===== src/design/rrp_pkg.sv =====
// Package for the reply parser: byte codes, parser phases, event kinds and
// the record passed from the front stage to the event queue. No dependencies.
package rrp_pkg;

  localparam logic [7:0] CH_DOLLAR = 8'h24;
  localparam logic [7:0] CH_STAR   = 8'h2A;
  localparam logic [7:0] CH_COLON  = 8'h3A;
  localparam logic [7:0] CH_PLUS   = 8'h2B;
  localparam logic [7:0] CH_MINUS  = 8'h2D;
  localparam logic [7:0] CH_CR     = 8'h0D;
  localparam logic [7:0] CH_LF     = 8'h0A;
  localparam logic [7:0] CH_ZERO   = 8'h30;
  localparam logic [7:0] CH_NINE   = 8'h39;

  typedef enum logic [2:0] {
    EV_INT    = 3'd0,
    EV_SIMPLE = 3'd1,
    EV_BULK   = 3'd2,
    EV_ERRB   = 3'd3,
    EV_STREND = 3'd4,
    EV_NULL   = 3'd5,
    EV_ARRAY  = 3'd6,
    EV_PERR   = 3'd7
  } ev_kind_t;

  typedef enum logic [10:0] {
    PH_TYPE      = 11'b00000000001,
    PH_LINE      = 11'b00000000010,
    PH_LINE_LF   = 11'b00000000100,
    PH_NUM_FIRST = 11'b00000001000,
    PH_NUM_SIGN  = 11'b00000010000,
    PH_NUM       = 11'b00000100000,
    PH_NUM_LF    = 11'b00001000000,
    PH_BULK_DATA = 11'b00010000000,
    PH_BULK_CR   = 11'b00100000000,
    PH_BULK_LF   = 11'b01000000000,
    PH_RESYNC    = 11'b10000000000
  } phase_t;

  typedef enum logic [2:0] {
    TY_INT    = 3'd0,
    TY_SIMPLE = 3'd1,
    TY_BULK   = 3'd2,
    TY_ERROR  = 3'd3,
    TY_ARRAY  = 3'd4
  } rtype_t;

  // Front-stage result: one event ready to leave the block.
  typedef struct packed {
    ev_kind_t    kind;
    logic [63:0] value;
    logic [3:0]  depth;
    logic        done;
  } event_t;

endpackage


===== src/design/rrp_front.sv =====
// Front stage: per-byte parser state machine, number accumulator and the
// stack of pending element counts. Uses rrp_pkg.
module rrp_front
  import rrp_pkg::*;
#(
  parameter int MAX_DEPTH = 8
) (
  input  logic        clk,
  input  logic        rst_n,
  input  logic        byte_valid,
  input  logic [7:0]  byte_data,
  input  logic [31:0] max_bulk,
  output logic        ev_valid,
  output event_t      ev
);

  localparam int LW = $clog2(MAX_DEPTH + 1);
  localparam int IW = (MAX_DEPTH > 1) ? $clog2(MAX_DEPTH) : 1;

  phase_t      phase_r, phase_nxt;
  rtype_t      type_r, type_nxt;
  logic [63:0] acc_r, acc_nxt;
  logic        neg_r, neg_nxt;
  logic [31:0] bulk_r, bulk_nxt;
  logic [LW-1:0] lvl_r, lvl_nxt;
  logic [31:0] cnt_r [MAX_DEPTH];
  logic        cnt_we;
  logic [IW-1:0] cnt_wa;
  logic [31:0] cnt_wd;

  logic        digit;
  logic [3:0]  dval;
  logic        fin_found;
  logic [IW-1:0] fin_idx;
  logic        fin_done;
  logic [LW-1:0] fin_lvl;

  assign digit   = (byte_data >= CH_ZERO) && (byte_data <= CH_NINE);
  assign dval    = 4'(byte_data - CH_ZERO);

  // Retiring an element pops every open array, from the top down, that was
  // waiting for its last element; the first one that still owes more is
  // decremented. The reply is done when no open array is left.
  always_comb begin
    fin_found = 1'b0;
    fin_idx   = '0;
    for (int i = 0; i < MAX_DEPTH; i++) begin
      if (LW'(i) < lvl_r && cnt_r[i] != 32'd1) begin
        fin_found = 1'b1;
        fin_idx   = IW'(i);
      end
    end
    fin_done = !fin_found;
    fin_lvl  = fin_found ? (LW'(fin_idx) + LW'(1)) : '0;
  end

  always_comb begin
    phase_nxt = phase_r;
    type_nxt  = type_r;
    acc_nxt   = acc_r;
    neg_nxt   = neg_r;
    bulk_nxt  = bulk_r;
    lvl_nxt   = lvl_r;
    cnt_we    = 1'b0;
    cnt_wa    = '0;
    cnt_wd    = '0;
    ev_valid  = 1'b0;
    ev.kind   = EV_PERR;
    ev.value  = '0;
    ev.depth  = 4'(lvl_r);
    ev.done   = 1'b0;
    if (byte_valid) begin
      unique case (phase_r)
        PH_TYPE: begin
          acc_nxt = '0;
          neg_nxt = 1'b0;
          phase_nxt = PH_NUM_FIRST;
          priority if (byte_data == CH_COLON) type_nxt = TY_INT;
          else if (byte_data == CH_DOLLAR) type_nxt = TY_BULK;
          else if (byte_data == CH_STAR) type_nxt = TY_ARRAY;
          else if (byte_data == CH_PLUS && lvl_r == '0) begin
            type_nxt = TY_SIMPLE;
            phase_nxt = PH_LINE;
          end else if (byte_data == CH_MINUS && lvl_r == '0) begin
            type_nxt = TY_ERROR;
            phase_nxt = PH_LINE;
          end else begin
            ev_valid = 1'b1;
          end
        end
        PH_LINE: begin
          if (byte_data == CH_CR) phase_nxt = PH_LINE_LF;
          else if (byte_data == CH_LF) ev_valid = 1'b1;
          else begin
            ev_valid = 1'b1;
            ev.kind  = (type_r == TY_ERROR) ? EV_ERRB : EV_SIMPLE;
            ev.value = {56'd0, byte_data};
          end
        end
        PH_LINE_LF, PH_BULK_LF: begin
          ev_valid = 1'b1;
          if (byte_data == CH_LF) begin
            phase_nxt = PH_TYPE;
            ev.kind = EV_STREND;
          end
        end
        PH_NUM_FIRST, PH_NUM_SIGN: begin
          if (phase_r == PH_NUM_FIRST && byte_data == CH_MINUS) begin
            neg_nxt = 1'b1;
            phase_nxt = PH_NUM_SIGN;
          end else if (digit) begin
            acc_nxt = {60'd0, dval};
            phase_nxt = PH_NUM;
          end else ev_valid = 1'b1;
        end
        PH_NUM: begin
          if (byte_data == CH_CR) phase_nxt = PH_NUM_LF;
          else if (digit) acc_nxt = (acc_r << 3) + (acc_r << 1) + {60'd0, dval};
          else ev_valid = 1'b1;
        end
        PH_NUM_LF: begin
          ev_valid = 1'b1;
          if (byte_data == CH_LF) begin
            phase_nxt = PH_TYPE;
            if (type_r == TY_BULK) begin
              if (neg_r) ev.kind = EV_NULL;
              else if (acc_r > {32'd0, max_bulk}) ev.kind = EV_PERR;
              else begin
                ev_valid = 1'b0;
                bulk_nxt = acc_r[31:0];
                phase_nxt = (acc_r == '0) ? PH_BULK_CR : PH_BULK_DATA;
              end
            end else if (type_r == TY_ARRAY) begin
              if (neg_r) ev.kind = EV_NULL;
              else if (acc_r == '0) ev.kind = EV_ARRAY;
              else if (lvl_r >= LW'(MAX_DEPTH) || acc_r[63:32] != '0) ev.kind = EV_PERR;
              else begin
                ev.kind  = EV_ARRAY;
                ev.value = acc_r;
                cnt_we   = 1'b1;
                cnt_wa   = IW'(lvl_r);
                cnt_wd   = acc_r[31:0];
                lvl_nxt  = lvl_r + LW'(1);
              end
            end else begin
              ev.kind  = EV_INT;
              ev.value = neg_r ? (64'd0 - acc_r) : acc_r;
            end
          end
        end
        PH_BULK_DATA: begin
          ev_valid = 1'b1;
          ev.kind  = EV_BULK;
          ev.value = {56'd0, byte_data};
          bulk_nxt = bulk_r - 32'd1;
          if (bulk_r == 32'd1) phase_nxt = PH_BULK_CR;
        end
        PH_BULK_CR: begin
          if (byte_data == CH_CR) phase_nxt = PH_BULK_LF;
          else ev_valid = 1'b1;
        end
        PH_RESYNC: begin
          if (byte_data == CH_LF) phase_nxt = PH_TYPE;
        end
        default: phase_nxt = PH_TYPE;
      endcase
      // Element completion for integer, string-end, null and empty-array events only.
      if (ev_valid && ev.kind != EV_PERR && ev.kind != EV_SIMPLE && ev.kind != EV_ERRB
          && ev.kind != EV_BULK && !(ev.kind == EV_ARRAY && ev.value != '0)) begin
        ev.done = fin_done;
        lvl_nxt = fin_lvl;
        cnt_we  = fin_found;
        cnt_wa  = fin_idx;
        cnt_wd  = cnt_r[fin_idx] - 32'd1;
      end
      if (ev_valid && ev.kind == EV_PERR) begin
        lvl_nxt = '0;
        phase_nxt = (byte_data == CH_LF) ? PH_TYPE : PH_RESYNC;
      end
    end
  end

  always_ff @(posedge clk) begin
    if (!rst_n) begin
      phase_r <= PH_TYPE;
      type_r  <= TY_INT;
      acc_r   <= '0;
      neg_r   <= 1'b0;
      bulk_r  <= '0;
      lvl_r   <= '0;
    end else begin
      phase_r <= phase_nxt;
      type_r  <= type_nxt;
      acc_r   <= acc_nxt;
      neg_r   <= neg_nxt;
      bulk_r  <= bulk_nxt;
      lvl_r   <= lvl_nxt;
    end
  end

  // Pending counts; entries are only read after being written.
  always_ff @(posedge clk) begin
    if (cnt_we) cnt_r[cnt_wa] <= cnt_wd;
  end

endmodule


===== src/design/rrp_queue.sv =====
// Two-entry event queue between the front event register and the output port.
// Uses rrp_pkg for the event record.
module rrp_queue
  import rrp_pkg::*;
(
  input  logic   clk,
  input  logic   rst_n,
  input  logic   wr_en,
  input  event_t wr_data,
  output logic   full,
  output logic   rd_valid,
  input  logic   rd_en,
  output event_t rd_data
);

  event_t     mem_r [2];
  logic       wp_r, rp_r;
  logic [1:0] cnt_r;

  assign full     = cnt_r == 2'd2;
  assign rd_valid = cnt_r != 2'd0;
  assign rd_data  = mem_r[rp_r];

  always_ff @(posedge clk) begin
    if (wr_en) mem_r[wp_r] <= wr_data;
  end

  // Pointer and fill count update.
  always_ff @(posedge clk) begin
    if (!rst_n) begin
      wp_r <= 1'b0;
      rp_r <= 1'b0;
      cnt_r <= '0;
    end else begin
      if (wr_en) wp_r <= ~wp_r;
      if (rd_en) rp_r <= ~rp_r;
      cnt_r <= cnt_r + 2'(wr_en) - 2'(rd_en);
    end
  end

endmodule


===== src/design/resp_reply_parser.sv =====
// Top level of the reply parser: front stage, event queue and output port.
// Depends on rrp_pkg, rrp_front and rrp_queue.
//
// Usage: reply bytes enter on in_tdata, one transfer per byte. Each byte
// yields zero or one event on the out_ channel: out_tdata carries the
// value, out_tuser the kind, depth and reply-done flag.
// The event of a taken byte sits in the front event register after the
// edge that takes the byte, then is written into the queue, from which it
// can be transferred.
// Throughput: one byte per cycle while the receiver keeps up.
// cfg_wr_en writes max_bulk_length at once; write it only when idle.
// Reset (rst_n low, synchronous) empties the queue, closes all open arrays
// and sets max_bulk_length to 1024.
// When the receiver stalls, in_tready falls once the queue holds two events,
// or holds one while another waits in the front event register and no
// output transfer takes place in that cycle; in that second case in_tready
// follows out_tready within the same cycle.
module resp_reply_parser
  import rrp_pkg::*;
#(
  parameter int MAX_DEPTH = 8
) (
  input  logic        clk,
  input  logic        rst_n,
  input  logic        in_tvalid,
  output logic        in_tready,
  input  logic [7:0]  in_tdata,   // data_byte
  output logic        out_tvalid,
  input  logic        out_tready,
  output logic [63:0] out_tdata,  // event_value
  output logic [7:0]  out_tuser,  // event_kind[2:0], nest_depth[6:3], reply_done[7]
  input  logic        cfg_wr_en,
  input  logic [31:0] cfg_wr_data
);

  logic [31:0] max_bulk_r;
  logic        ev_valid, ev_valid_r;
  event_t      ev, ev_r, q_data;
  logic        q_full, q_valid, take;

  // Config register.
  always_ff @(posedge clk) begin
    if (!rst_n) max_bulk_r <= 32'd1024;
    else if (cfg_wr_en) max_bulk_r <= cfg_wr_data;
  end

  // Accept only when the queue has room for an event still in flight.
  assign take      = in_tvalid && in_tready;
  assign in_tready = !q_full && !(ev_valid_r && q_valid && !(out_tvalid && out_tready));

  rrp_front #(.MAX_DEPTH(MAX_DEPTH)) u_front (
    .clk(clk), .rst_n(rst_n), .byte_valid(take), .byte_data(in_tdata),
    .max_bulk(max_bulk_r), .ev_valid(ev_valid), .ev(ev)
  );

  // Front event register.
  always_ff @(posedge clk) begin
    if (!rst_n) ev_valid_r <= 1'b0;
    else ev_valid_r <= ev_valid;
    ev_r <= ev;
  end

  rrp_queue u_queue (
    .clk(clk), .rst_n(rst_n), .wr_en(ev_valid_r), .wr_data(ev_r), .full(q_full),
    .rd_valid(q_valid), .rd_en(out_tvalid && out_tready), .rd_data(q_data)
  );

  assign out_tvalid = q_valid;
  assign out_tdata  = q_data.value;
  assign out_tuser  = {q_data.done, q_data.depth, q_data.kind};

endmodule


===== config.mk =====
export PLATFORM = sky130hd
export DESIGN_NAME = resp_reply_parser
export DESIGN_NICKNAME = d
export VERILOG_FILES = /design/src/design/rrp_pkg.sv /design/src/design/rrp_front.sv /design/src/design/rrp_queue.sv /design/src/design/resp_reply_parser.sv
export SDC_FILE = /design/constraint.sdc
export NUM_CORES = 1
export LEC_CHECK = 0
export CAP_MARGIN = 5
export CORE_MARGIN = 2
export CORE_UTILIZATION = 30
export DETAILED_ROUTE_END_ITERATION = 10
export DONT_BUFFER_PORTS = 1
export GPL_TIMING_DRIVEN = 0
export SYNTH_ARGS = -nofsm -noshare
export SYNTH_HDL_FRONTEND = slang
export SYNTH_HIERARCHICAL = 1
export SYNTH_SLANG_ARGS = --single-unit

===== constraint.sdc =====
create_clock -name clk -period 9.05 [get_ports clk]
set_input_delay 0.4525 -clock clk [delete_from_list [all_inputs] [get_ports clk]]
set_output_delay 0.4525 -clock clk [all_outputs]
set_load 0.005 [all_outputs]

; After elaboration in Yosys (flattened, before gate mapping)
; Memory sizes are Yosys's and may differ from the RTL's. A register that Yosys moved wholly into a read port is not among the register bits.
; Index checks and enable logic that the tools add are counted.
[classes]
eq_ne = 57
n_mux = 130
bitwise = 2
magnitude_cmp = 12
addsub = 10
n_reduce_logical = 55
[ops]
columns = operator, count
row1 = 64-bit 2-to-1 mux, 10
row2 = 32-bit 2-to-1 mux, 13
row3 = 64-bit case mux with 3 select lines, 2
row4 = 67-bit 2-to-1 mux, 4
row5 = 32-bit by 1-bit != test with 1-bit output (second input constant), 8
row6 = 11-bit 2-to-1 mux, 17
row7 = 11-bit case mux with 8 select lines, 1
row8 = 3-bit 2-to-1 mux, 22
row9 = 64-bit by 4-bit adder with 64-bit output, 1
row10 = 64-bit adder, 1
row11 = 64-bit by 32-bit > comparator with 1-bit output, 1
row12 = 64-bit logical NOT, 1
row13 = 32-bit case mux with 2 select lines, 1
row14 = 64-bit nonzero test, 1
row15 = 1-bit by 64-bit subtractor with 64-bit output (first input constant), 1
row16 = 32-bit by 1-bit subtractor with 32-bit output (second input constant), 2
row17 = 4-bit 2-to-1 mux, 11
row18 = 8-bit by 6-bit == test with 1-bit output (second input constant), 5
row19 = 1-bit 2-to-1 mux, 40
row20 = 32-bit by 1-bit == test with 1-bit output (second input constant), 1
row21 = 32-bit nonzero test, 1
row22 = 1-bit logical AND, 24
row23 = 3-bit by 1-bit != test with 1-bit output (second input constant), 7
row24 = 8-bit by 4-bit == test with 1-bit output (second input constant), 2
row25 = other kinds (48), 89
[word_totals]
inputBits = 45
wordCells = 283
ram_bits = 400
out_inout_bits = 74
mem_count = 2
regBits = 224
[memory_table]
columns = memory, depth, word_bits, read_ports, rd_clocked_by_memory_dff, wr, line_no
row1 = u_front.cnt_r, 8, 32, 9, 0, 1, rrp_front.sv:26  ; logic [31:0] cnt_r [MAX_DEPTH];
row2 = u_queue.mem_r, 2, 72, 1, 1, 1, rrp_queue.sv:16  ; event_t mem_r [2];

; Depth between registers and ports, before layout
[depth]
word_depth = 20
depth_mapped = 17
depth_no_buf = 17

; Cells and area by module
; Netlist, hierarchy kept.
[modules_own_cells]
columns = mod, n_inst, area_each_um2, cells_each
row1 = rrp_front, 1, 25792.2, 2909
row2 = rrp_queue, 1, 5776.8, 245
row3 = resp_reply_parser, 1, 2735.1, 181

; Worst setup path after synthesis
; Ideal clock, no wire load.
[synth_timing]
path_type = register to register
from = reg u_front.acc_r[41]
to = mem u_front.cnt_r[1][0] (enable)
required_time_ps = 8629
path_slack_ps = 3168
stages_incl_launch_ff = 14
setup_time_ps = 421
arrival_time_ps = 5461
synth_period_minus_slack_ps = 5882
path_buffers = 1
cell_sequence = dfxtp_1 > or4_4 > or3_4 > nor4_4 > a41oi_1 > and2_0 > o211a_1 > or4_1 > or4_1 > o31ai_4 > buf_4 > mux2i_1 > nand2_1 > nor2_1
[synth_between]
elab_chain_cells = 20
elab_cells_between_ends = 59
[synth_rtl]
columns = item, line_no
row1 = start: declaration, rrp_front.sv:22  ; logic [63:0] acc_r, acc_nxt;
row2 = start signal: assignment, rrp_front.sv:194  ; acc_r <= acc_nxt;
row3 = branches (longest 20 deep; another with 1-bit by 64-bit subtractor with 64-bit output), n/a
row4 = end: declaration, rrp_front.sv:26
; Parallel ways; which one is timed is not known. The select of a mux whose other input is x is not followed.

==> results.ini <==
[placed_design]
dpl_cell_area_um2=36500
gp_congestion=0.963
io_buffers=0
dpl_worst_slack_ns=1.28
dpl.hpwl_um=90500

[floorplan]
rows=124
io_pins=119
die_w_um=342
die_h_um=342
die_area_um2=117000
core_um2=114000
start_util_pct=30.1

[critical_path]
rr_endpoint=u_front/cnt_r[7][30]
crit_path_start=u_front/cnt_r[4][25]
reg2reg_depth=13
arrival_ns=8.51
startpoint_type=flip-flop
r2r_slack_ns=0.83
cp_data_required_time_ns=9.34
r2r_start=u_front/cnt_r[4][25]
cp_max_fo=10
crit_type=flip-flop to flip-flop
endpoint_kind=flip-flop

[global_route]
grtUsageTotal_pct=20.3
grt_pass1_vias=27000
globalRouteOverflowTotal=0
antenna_found_initial=4
grt_pass1_wl_um=179000
grt_max_degree=58

[outcome]
violations=capacitance limit
status=finished with violations

[worst_hold_path]
min_path_cells=2
min_from=in_tdata[4]
hold_path.class=input port to flip-flop
hold_end=ev_r[9]

[timing]
setup_slack_ns=0.829
hold_violations=0
rsz0062_at_grt=false
fin_crit_ns=8.22
holdWs_ns=0.0658
clock_skew_ns=0.0258
drv_slew=0
fmax_ghz=0.122
slew_headroom_pct=0.484
setup_tns_ns=0
tightest_slew_ns=1.48
setup_viol=0
fin_crit_sh_pct=90.8

[pwr]
p_per_area_nw_per_um2=190
ir_drop_v=0.000114
p_leak_uw=0.0144

[yosys]
syn_area_per_cell_um2=10.3
syn_area_um2=34300
synth_fp_nets=3545
synth_cells=3335
synth-main-ff-cell=edfxtp_1
synthArstFlopShare_pct=0
yosysSeqAreaShare_pct=48.1
ys_types=95
synth_edf_count=400
ys_ff_latch=625
ys_warn_count=6

[route]
met1_length_um=51600
drtIter0Drc=3715
met3_length_um=11100
drt_pass1_iterations=6
maxUsedRoutingLayer=met5
vias_per_cell=5.67
wl_met2_um=54100
drtAntennaViolNets=0
drt-total-wl_um=122000
wl_per_cell_um=24.3
vias=28500
drc=0

[cts]
htreeDepth=3
cts.repair.resized=0
clkTransAtPathRegs_ns=0.06
clk_latency_ns=0.64
cts_buffers=70
clockBufferDepth=3
clock-root-buffer=clkbuf_16
cts.sink_count=625
cts_tree=yes

[flow_run]
cap_violations=1

[layout]
final_area_um2=39300
fin_nets=3661
area_delta_synth_final_pct=14.5
drive_gt1_share_pct=8.64
fillers=11400

per-stage QoR:
step / total power (µW) / util, % / cells
6_report: 7480 / 34.5 / 5022
3_3_place_gp: 4510 / 31.8 / 4847
5_1_grt: 7740 / 34.5 / 5020
3_5_place_dp: 4510 / 32.1 / 4858
4_1_cts: 7520 / 34.5 / 5020
2_1_floorplan: 4120 / - / 3335
critical path: stages, from the launching register on:
cell and delay (ns):
edfxtp_1 0.39, nor4_1 0.75, nand4_1 0.30, o22ai_1 0.91, a31oi_2 0.51, clkinv_1 0.45, buf_1 0.78, mux2i_1 0.69
nand3_1 0.30, nor4_1 1.28, and3_1 0.43, nand2_1 0.09, xor2_1 0.14, o21ai_0 0.81
where the power goes:
group | switching (µW) | internal, µW
Sequential | 53.0 | 3120
Combinational | 811 | 505
Clock | 1210 | 1770
Total | 2080 | 5400
per-layer routing:
metal  vias up  track usage [%]
met3       292             3.52
met1     13900             27.8
li1      12800                -
met2      1502             31.8
met5         -                0
met4         2             8.08
registers in the layout, summed over array words and instances (netlist names), named ones only:
name / cells
u_front/cnt_r: 256
u_front/neg_r: 1
u_queue/mem_r: 144
u_front/phase_r: 11
u_queue/rp_r: 1
ev_valid_r: 1
u_queue/cnt_r: 2
ev_r: 72
u_front/lvl_r: 4
u_front/bulk_r: 32
u_queue/wp_r: 1
max_bulk_r: 32
u_front/acc_r: 64
u_front/type_r: 3
placed cells by master, fill, tap and decap left out, drive strengths merged, types with 33 or more instances in the layout:
cell / synthesis / final
edfxtp: 400 / 400
nand2: 301 / 301
nor2: 282 / 282
clkbuf: 144 / 233
dfxtp: 225 / 225
a21oi: 173 / 173
o21ai: 167 / 167
ha: 163 / 163
mux2i: 121 / 121
nand3: 110 / 110
nor4: 93 / 93
mux2: 83 / 83
inv: 76 / 81
nor2b: 80 / 80
nor3: 78 / 78
a21o: 64 / 64
nand4: 60 / 60
buf: 39 / 50
xnor2: 46 / 46
xor2: 44 / 44
and2: 43 / 43
a31oi: 34 / 34
dlygate4sd3: 0 / 33
o22ai: 33 / 33
cells in the mapped netlist (all sizes together) (27+ instances only):
library cell  number  share of area (%)
edfxtp           400                 35
nand3            110                1.6
or3               29               0.54
xor2              44                1.1
and3              31               0.58
and2              43               0.78
a211oi            29               0.63
o21ai            167                2.4
mux2              83                3.5
nand4             60                1.1
dfxtp            225                 13
o31ai             27               0.63
a31oi             34               0.64
mux2i            121                3.5
nor2             282                3.1
o22ai             33               0.60
buf               39                1.1
a21o              64                1.4
o21a              32               0.70
a21oi            173                2.5
clkbuf           144                1.6
nor3              78                1.2
nor4              93                1.9
nand2            301                3.3
inv               76               0.83
xnor2             46                1.2
nor2b             80                1.5
ha               163                5.9
a22oi             32               0.70
worst max path at each step:
stage / endpoint / cells after the start
after CTS: u_front/cnt_r[1][24] / 14
after detailed placement: u_front/cnt_r[1][24] / 14
after floorplan: u_front/cnt_r[1][0] / 13
after global routing: u_front/cnt_r[2][24] / 13
final: u_front/cnt_r[7][30] / 13
after global placement: u_front/cnt_r[3][27] / 16
what timing repair did:
action / CTS / global route
setup endpoints to repair: 0 / 0
hold buffers: 33 / 0
setup buffers: 0 / 0
endpoints found under the hold margin: 36 / 0
kinds of logic (layout without fill, tap and decap cells):
family          after synthesis  in the layout  synth area share (%)
xor+xnor                     91             91                  2.36
buf+inv                     261            434                  3.53
flops                       625            625                  48.1
other cells                   0              2                     0
mux                         204            204                  7.02
simple gates               1212           1212                  17.8
fa+ha+maj                   165            165                  6.06
compound gates              777            777                  15.1
cell type report:
cell class / instances / area (µm²) / area share, %
plain buffers: 183 / 917 / 2.34
clock buffers: 89 / 1920 / 4.88
clock inverters: 40 / 493 / 1.26
inverters: 78 / 293 / 0.746
well taps: 1512 / 1890 / 4.82
repair buffers: 44 / 581 / 1.48
multi-input cells: 2449 / 16700 / 42.4
flip-flops and latches: 625 / 16500 / 42.1
diodes: 2 / 5.00 / 0.0127
(Power assumes the default switching activity.)
